<file path="config.mk">
export PLATFORM = sky130hd
export DESIGN_NAME = csph_isqrt
export DESIGN_NICKNAME = d
export VERILOG_FILES = /design/src/sv/csph_pkg.sv /design/src/sv/csph_isqrt.sv
export SDC_FILE = /design/constraint.sdc
export NUM_CORES = 2
export LEC_CHECK = 0
export BUFFER_PORTS_ARGS = -buffer_cell sky130_fd_sc_hd__buf_4
export CORE_MARGIN = 2
export CORE_UTILIZATION = 45
export CTS_CLUSTER_SIZE = 28
export DETAILED_ROUTE_END_ITERATION = 8
export SYNTH_ARGS = -nofsm -noshare
export SYNTH_HDL_FRONTEND = slang
export SYNTH_SLANG_ARGS = --single-unit
export TNS_END_PERCENT = 30
</file>
<file path="constraint.sdc">
create_clock -name i_clk -period 3.3 [get_ports i_clk]
set_input_delay 0.495 -clock i_clk [delete_from_list [all_inputs] [get_ports i_clk]]
set_output_delay 0.495 -clock i_clk [all_outputs]
set_load 0.05 [all_outputs]
</file>
<file path="src/sv/csph_pkg.sv">
// ----------------------------------------------------------------------------
// csph_pkg: shared constants and types
// Widths, CORDIC constants, register indexes and face codes for the
// cubed-sphere chart-to-point datapath.
// ----------------------------------------------------------------------------
`default_nettype none

package csph_pkg;

    localparam int FRAC_BITS_DEF = 16;

    localparam int ANG_W      = 16;
    localparam int COORD_W    = 32;
    localparam int REG_W      = 31;
    localparam int FACE_W     = 3;
    localparam int CFG_IDX_W  = 2;
    localparam int CFG_DATA_W = 32;

    // CORDIC, Q2.30 datapath
    localparam int CORDIC_ITERS = 24;
    localparam int CORDIC_W     = 34;
    localparam int CORDIC_ZW    = 33;
    localparam int ATAN_W       = 30;
    localparam logic signed [CORDIC_W-1:0] CORDIC_K = 34'sd652032874;
    localparam logic [ATAN_W-1:0] ATAN_TAB [0:CORDIC_ITERS-1] = '{
        30'd843314856, 30'd497837829, 30'd263043836, 30'd133525158,
        30'd67021686,  30'd33543515,  30'd16775850,  30'd8388437,
        30'd4194282,   30'd2097149,   30'd1048575,   30'd524287,
        30'd262143,    30'd131071,    30'd65535,     30'd32767,
        30'd16383,     30'd8191,      30'd4095,      30'd2047,
        30'd1023,      30'd511,       30'd255,       30'd127
    };

    // tangent divide: |sin| << 30 / cos
    localparam int TAN_QW = 32;
    localparam int TAN_DW = 33;

    localparam int MAG_W  = 32;
    localparam int SUM_W  = 64;
    localparam int ROOT_W = 32;

    // radius scaling divide
    localparam int PROD_W = 63;
    localparam int SCL_QW = 31;
    localparam int SCL_DW = 33;

    localparam logic [REG_W-1:0] MAX_MAG = {REG_W{1'b1}};
    localparam logic [63:0] INV_SQRT3_Q32 = 64'd2479700525;

    localparam logic [CFG_IDX_W-1:0] CFG_FACE   = 2'd0;
    localparam logic [CFG_IDX_W-1:0] CFG_RADIUS = 2'd1;
    localparam logic [CFG_IDX_W-1:0] CFG_HALF   = 2'd2;

    localparam logic [FACE_W-1:0] FACE_1 = 3'd1;
    localparam logic [FACE_W-1:0] FACE_2 = 3'd2;
    localparam logic [FACE_W-1:0] FACE_3 = 3'd3;
    localparam logic [FACE_W-1:0] FACE_4 = 3'd4;
    localparam logic [FACE_W-1:0] FACE_5 = 3'd5;
    localparam logic [FACE_W-1:0] FACE_6 = 3'd6;

    // accept edge to result edge
    localparam int LATENCY = 127;

    typedef struct packed {
        logic                 xneg;
        logic                 yneg;
        logic [MAG_W-1:0]     xmag;
        logic [MAG_W-1:0]     ymag;
    } t_pt_side;

    typedef struct packed {
        logic hz;
        logic ovf;
        logic neg;
    } t_scl_side;

endpackage

`default_nettype wire

</file>
<file path="src/sv/csph_isqrt.sv">
// ----------------------------------------------------------------------------
// csph_isqrt: pipelined integer square root
// One root bit per stage, floor(sqrt) of a 64-bit value.
// ----------------------------------------------------------------------------
`default_nettype none

module csph_isqrt #(
    parameter int SW = 1
) (
    input  wire logic                              i_clk,
    input  wire logic                              i_rst_n,
    input  wire logic                              i_valid,
    input  wire logic [csph_pkg::SUM_W-1:0]        i_val,
    input  wire logic [SW-1:0]                     i_side,
    output logic                                   o_valid,
    output logic [csph_pkg::ROOT_W-1:0]            o_root,
    output logic [SW-1:0]                          o_side
);

    localparam int RW = csph_pkg::ROOT_W;
    localparam int VW = csph_pkg::SUM_W;

    logic [RW-1:0]  r_v;
    logic [VW-1:0]  r_rem  [0:RW-1];
    logic [RW-1:0]  r_res  [0:RW-1];
    logic [SW-1:0]  r_side [0:RW-1];
    logic [VW-1:0]  st_rem [0:RW-1];
    logic [RW-1:0]  st_res [0:RW-1];

    // try root bit k: (res + 2^k)^2 - res^2 = res*2^(k+1) + 2^(2k)
    function automatic logic [VW:0] sq_step(input logic [VW-1:0] rem, input logic [RW-1:0] res,
                                            input int k);
        logic [VW+1:0] trial;
        trial = ({{(VW+2-RW){1'b0}}, res} << (k + 1)) + ((VW+2)'(1) << (2 * k));
        if ({2'b0, rem} >= trial) begin
            sq_step = {1'b1, rem - trial[VW-1:0]};
        end else begin
            sq_step = {1'b0, rem};
        end
    endfunction

    always_comb begin
        logic [VW:0] s;
        s = sq_step(i_val, '0, RW - 1);
        st_rem[0] = s[VW-1:0];
        st_res[0] = s[VW] ? (RW'(1) << (RW - 1)) : '0;
        for (int i = 1; i < RW; i++) begin
            s = sq_step(r_rem[i-1], r_res[i-1], RW - 1 - i);
            st_rem[i] = s[VW-1:0];
            st_res[i] = s[VW] ? (r_res[i-1] | (RW'(1) << (RW - 1 - i))) : r_res[i-1];
        end
    end

    always_ff @(posedge i_clk) begin
        if (!i_rst_n) begin
            r_v <= '0;
        end else begin
            r_v <= {r_v[RW-2:0], i_valid};
        end
    end

    always_ff @(posedge i_clk) begin
        r_side[0] <= i_side;
        for (int i = 0; i < RW; i++) begin
            r_rem[i] <= st_rem[i];
            r_res[i] <= st_res[i];
        end
        for (int i = 1; i < RW; i++) begin
            r_side[i] <= r_side[i-1];
        end
    end

    assign o_valid = r_v[RW-1];
    assign o_root  = r_res[RW-1];
    assign o_side  = r_side[RW-1];

endmodule

`default_nettype wire

</file>
Word-level counts from Yosys, hierarchy flattened
Memories as Yosys holds them, arrays and structs flattened.
Index checks and enable logic that the tools add are counted.

storage, ports and cells
  flip-flop bits (word level) = 32
  RAM bits = 3104
  input port bits = 68
  output and inout bits = 34
  word-level logic and storage cells = 163
  memories kept = 3

memories
  memory  words  bits a word  read ports  clocked after memory_dff  wr ports  RTL line          text
  r_rem   32     64           31          0                         32        csph_isqrt.sv:24  logic [VW-1:0] r_rem [0:RW-1];
  r_res   32     32           32          0                         32        csph_isqrt.sv:25  logic [RW-1:0] r_res [0:RW-1];
  r_side  32     1            32          0                         32        csph_isqrt.sv:26  logic [SW-1:0] r_side [0:RW-1];

operators by class
  add/subtract/negate cells = 63
  order comparisons = 32
  muxes and demuxes = 64

operator list
  cell                                            number
  two-way mux 65 bit                              32
  adder 63 x 61 -> 64 bit, second input constant  1
  >= comparator 64 x 34 -> 1 bit                  1
  >= comparator 64 x 35 -> 1 bit                  1
  >= comparator 64 x 36 -> 1 bit                  1
  >= comparator 64 x 37 -> 1 bit                  1
  >= comparator 64 x 38 -> 1 bit                  1
  >= comparator 64 x 39 -> 1 bit                  1
  >= comparator 64 x 40 -> 1 bit                  1
  >= comparator 64 x 41 -> 1 bit                  1
  >= comparator 64 x 42 -> 1 bit                  1
  >= comparator 64 x 43 -> 1 bit                  1
  >= comparator 64 x 44 -> 1 bit                  1
  >= comparator 64 x 45 -> 1 bit                  1
  >= comparator 64 x 46 -> 1 bit                  1
  >= comparator 64 x 47 -> 1 bit                  1
  >= comparator 64 x 48 -> 1 bit                  1
  >= comparator 64 x 49 -> 1 bit                  1
  >= comparator 64 x 50 -> 1 bit                  1
  >= comparator 64 x 51 -> 1 bit                  1
  >= comparator 64 x 52 -> 1 bit                  1
  >= comparator 64 x 53 -> 1 bit                  1
  >= comparator 64 x 54 -> 1 bit                  1
  >= comparator 64 x 55 -> 1 bit                  1
  104 further kinds                               104

Logic depth before layout (Yosys ltp)
  depth after elaboration = 4
  mapped depth = 15

Least setup slack after synthesis
OpenSTA, ideal clock, no wires.

  kind = register to register
  start = memory r_rem[0][949] (netlist bit)
  end = memory r_rem[0][996] (netlist bit)
  library setup time = 0.121 ns
  arrival = 3.087 ns
  data required time = 3.179 ns
  setup slack = 0.092 ns
  cell stages (with the launch flop) = 10
  path buffers = 1
  period minus slack after synthesis = 3.208 ns
  cell sequence = dfxtp_1 > or4_4 > nor4_4 > or3b_1 > or3_1 > or3_4 > nor4_4 > and2_1 > buf_6 > mux2_2

RTL lines
  what         RTL line
  from (decl)  csph_isqrt.sv:24

==> results by group <==
Run status
  • Outcome: complete, but fails checks
  • Violated checks: negative setup slack

Cells and area
  • Number of fill cells: about 19000
  • Synth-to-layout area growth: 18.1%
  • Area occupied by multi-input gates: between 40000 and 50000 µm²
  • Final net count: 11100
  • Layout cells sized above 1: 0.121
  • Final Core Density: 0.535
  • Reg area: roughly 52000 µm²

Placement
  • Pre-CTS setup slack: -0.347 ns
  • GPL Wtd Cong: around 0.9
  • Port buffer count: about 100
  • HPWL Detailed: roughly 200000 µm

Yosys
  • Avg Inst Size Synth: between 9 and 10 µm²
  • Register bit count reported by yosys: 2576
  • Seq/Total Area, Yosys: 0.530
  • Syn nets: roughly 10000
  • Count of different cell masters after synthesis: 99
  • Ranking of synthesized cells by area: dfxtp_1, ha_1, xnor2_1, xor2_1, a21oi_1
  • Post-synth EDFFs: 0
  • Mapped Area: between 90000 and 100000 µm²
  • Async set-reset flop share out of synthesis: 0
  • Yosys top cell by area: dfxtp_1
  • Gate Count Post-Synth: around 9800
  • Top cell type's share of synthesized area: 0.530
  • Most used DFF post-synth: dfxtp_1
  • Synth Warn #: 0

Detailed routing
  • Vias/cell: roughly 5.3
  • DRC: 0
  • DR WL/cell: 18.5 µm
  • DRT iter0 DRCs: between 4000 and 5000
  • Detail Route Antenna Nets: 0
  • Drt pass-1 iters: 7
  • WL final: about 250000 µm
  • Via count: roughly 71000

STA
  • Tmin final: 3.31 ns
  • Pin slew with the least headroom to its limit: 1.27 ns
  • Period utilization: 1.00
  • Final hold slack: about 0.18 ns
  • Max-slew headroom: 0.150
  • Final worst slack: -0.0128 ns
  • Unrepaired setup endpoints after global routing: true
  • Fmax: 302 MHz
  • Layout Skew: 0.0988 ns
  • Final Max Slew Viols: 0
  • Final setup fails: 2
  • Final Hold Fails: 0

Critical path
  • CP arrival: roughly 4 ns
  • WP depth: 10
  • Crit path cell chain: or4_4, nor4_4, or3b_4, or3_4, or3_4, nor4_4, buf_4, buf_4, or2b_1, o211a_1
  • Startpoint Class: flip-flop
  • Reg-to-Reg End: r_rem[0][1008]
  • Worst setup path class: flip-flop to flip-flop
  • Reg2reg start: r_rem[0][946]
  • Buf/Inv on CP: 2
  • CP max FO: 4
  • Worst setup path startpoint: r_rem[0][946]
  • Worst-case reg-to-reg path depth: 10
  • WP data required: 4.07 ns
  • CP max stage delay: about 0.56 ns
  • CP endpoint: r_rem[0][1008]
  • Slowest CP cell: or4_4
  • Critical Path Sink Type: flip-flop
  • Reg2reg setup slack: -0.01 ns
  • CP delay by family, top: simple AND/OR/NAND/NOR gates

Floorplan
  • Die X: roughly 470 µm
  • I/O Pins: 102
  • Die area: 220000 µm²
  • Std-Cell Rows: 170
  • Initial core utilization: 0.453
  • Die H: roughly 470 µm
  • Core Area: around 210000 µm²

Min path
  • Hold WC Path Type: primary input to flip-flop

Global routing
  • First-pass GRT wire length: approximately 390000 µm
  • Antenna violations before repair: 9
  • Gr usage total: 0.221
  • Total gr overflow: 0
  • Vias in the first global route: 70200
  • Largest net degree at the start of global routing: 56

Power and ir drop
  • Switching Power: 32.0 mW
  • Max rail drop VDD: about 0.62 mV
  • Sequential power share: 0.440
  • Pwr Density: about 880 nW/µm²
  • Clock power share: 0.309
  • Comb pwr share: 0.251
  • Internal: 68.6 mW
  • Pleak: 52.5 nW
  • Sw Share: 0.318

CTS
  • CTS Sinks: around 2600
  • H-Tree Depth: 5
  • CTS root buf: clkbuf_16
  • Maximum buffer depth of the clock tree: 4
  • Clk slew on worst S/H paths: around 0.070 ns
  • Clock latency on the worst-skew pair: 0.95 ns
  • Number of buffers created by CTS: ~280
  • TritonCTS clock tree: done

Flow run
  • Max Cap Viol: 0
layer usage:
| layer | up-vias | wire length (µm) | GRT usage |
|---|---|---|---|
| met4 | 2 | 5870 | 0.0598 |
| met1 | 33500 | 113000 | 0.288 |
| met3 | 379 | 11600 | 0.0372 |
| met5 | - | 13 | 0 |
| met2 | 1466 | 119000 | 0.379 |
| li1 | 35300 | - | - |
area by class of cell:
cell class	instances	area share
flip-flops and latches	2576	0.449
multi-input cells	6249	0.373
clock buffers	371	0.0689
repair buffers	622	0.0437
well taps	2838	0.0309
inverters	698	0.0228
clock inverters	104	0.0116
diodes	6	0.000131
stage by stage:
step	instance area (µm²)	instances	setup TNS [ns]	power (mW)
finish	115000	13500	-0.0210	101
global route	115000	13500	-2.12	106
CTS	114000	13400	-0.00848	101
detailed placement	104000	12900	-10.21	69.3
global placement	104000	12900	-9.41	69.1
floorplan	97300	9766	0	60.2
power by group through the flow:
stage | registers [mW] | clock network (mW) | logic [mW]
after floorplan | 42.1 | 0 | 18.1
after detailed placement | 44.8 | 0 | 24.5
after global placement | 44.8 | 0 | 24.3
after CTS | 44.2 | 31.8 | 24.8
after global routing | 44.9 | 33.1 | 28.1
final | 44.2 | 31.1 | 25.3
sequential cells by signal, indices dropped and copies added, names as in the netlist:
name / cells
r_rem: 1984
r_res: 528
r_side: 32
r_v: 32
worst min-delay path by stage:
| stage | start | to | slack (ns) | cells after the start |
|---|---|---|---|---|
| finish | i_val[50] | r_rem[0][50] | 0.18 | 2 |
| global route | i_val[51] | r_rem[0][51] | 0.13 | 2 |
| CTS | i_val[42] | r_rem[0][42] | 0.11 | 2 |
| detailed placement | r_side[0][0] | r_side[0][1] | 0.31 | 0 |
| global placement | r_side[0][1] | r_side[0][2] | 0.31 | 0 |
| floorplan | r_side[0][9] | r_side[0][10] | 0.31 | 0 |
worst reg2reg max path, cell delays in order, from the launching register on:
cell and delay, ns:
dfxtp_2 0.31, or4_4 0.56, nor4_4 0.30, or3b_4 0.42, or3_4 0.38, or3_4 0.41
nor4_4 0.16, buf_4 0.19, buf_4 0.11, or2b_1 0.23, o211a_1 0.13
synth_stat cells (56+ instances only):
| cell | instances |
|---|---|
| nor4_1 | 324 |
| ha_1 | 558 |
| xnor2_1 | 489 |
| a21oi_1 | 669 |
| o21a_1 | 82 |
| nor2b_1 | 74 |
| or4_1 | 59 |
| xor2_1 | 392 |
| nand3_1 | 174 |
| and2_1 | 62 |
| nor4b_1 | 56 |
| nand2_1 | 580 |
| nor2_1 | 663 |
| nand2b_1 | 96 |
| o21ai_0 | 416 |
| a21o_1 | 216 |
| nor3_1 | 265 |
| mux2_2 | 86 |
| or3_1 | 103 |
| nand4_1 | 187 |
| inv_1 | 694 |
| dfxtp_1 | 2576 |
| clkbuf_1 | 174 |
timing repair:
item                       CTS  global route
setup endpoints to repair  103           367
hold endpoints to repair    98             0
hold buffers                69             0
resized for setup           14           173
setup buffers                0            12
gates cloned                 0             4
pin swaps                    2            44
cell families (layout without fill, tap and decap cells):
logic type | count (synthesis) | after routing | share of synthesized area
muxes | 96 | 96 | 0.0110
buffers and inverters | 942 | 1795 | 0.0381
and+or+nand+nor | 2874 | 2874 | 0.153
xor gates and xnor gates | 881 | 881 | 0.0793
DFF | 2576 | 2576 | 0.530
adders and majority gates | 558 | 558 | 0.0718
other | 0 | 6 | 0
AOI/OAI and AO/OA | 1839 | 1840 | 0.117
cell usage in the layout (no fill, tap or decap), drive strengths merged, types with 104 or more instances in the layout:
cell type,instances
inv,706
nor3,266
buf,551
nor4,328
a21oi,670
nand2,581
a21o,216
nand4,187
nor2,663
or3,104
o21ai,418
xnor2,489
ha,558
dfxtp,2576
xor2,392
clkbuf,372
nand3,174
No activity file was read; power rests on OpenSTA's default activity.
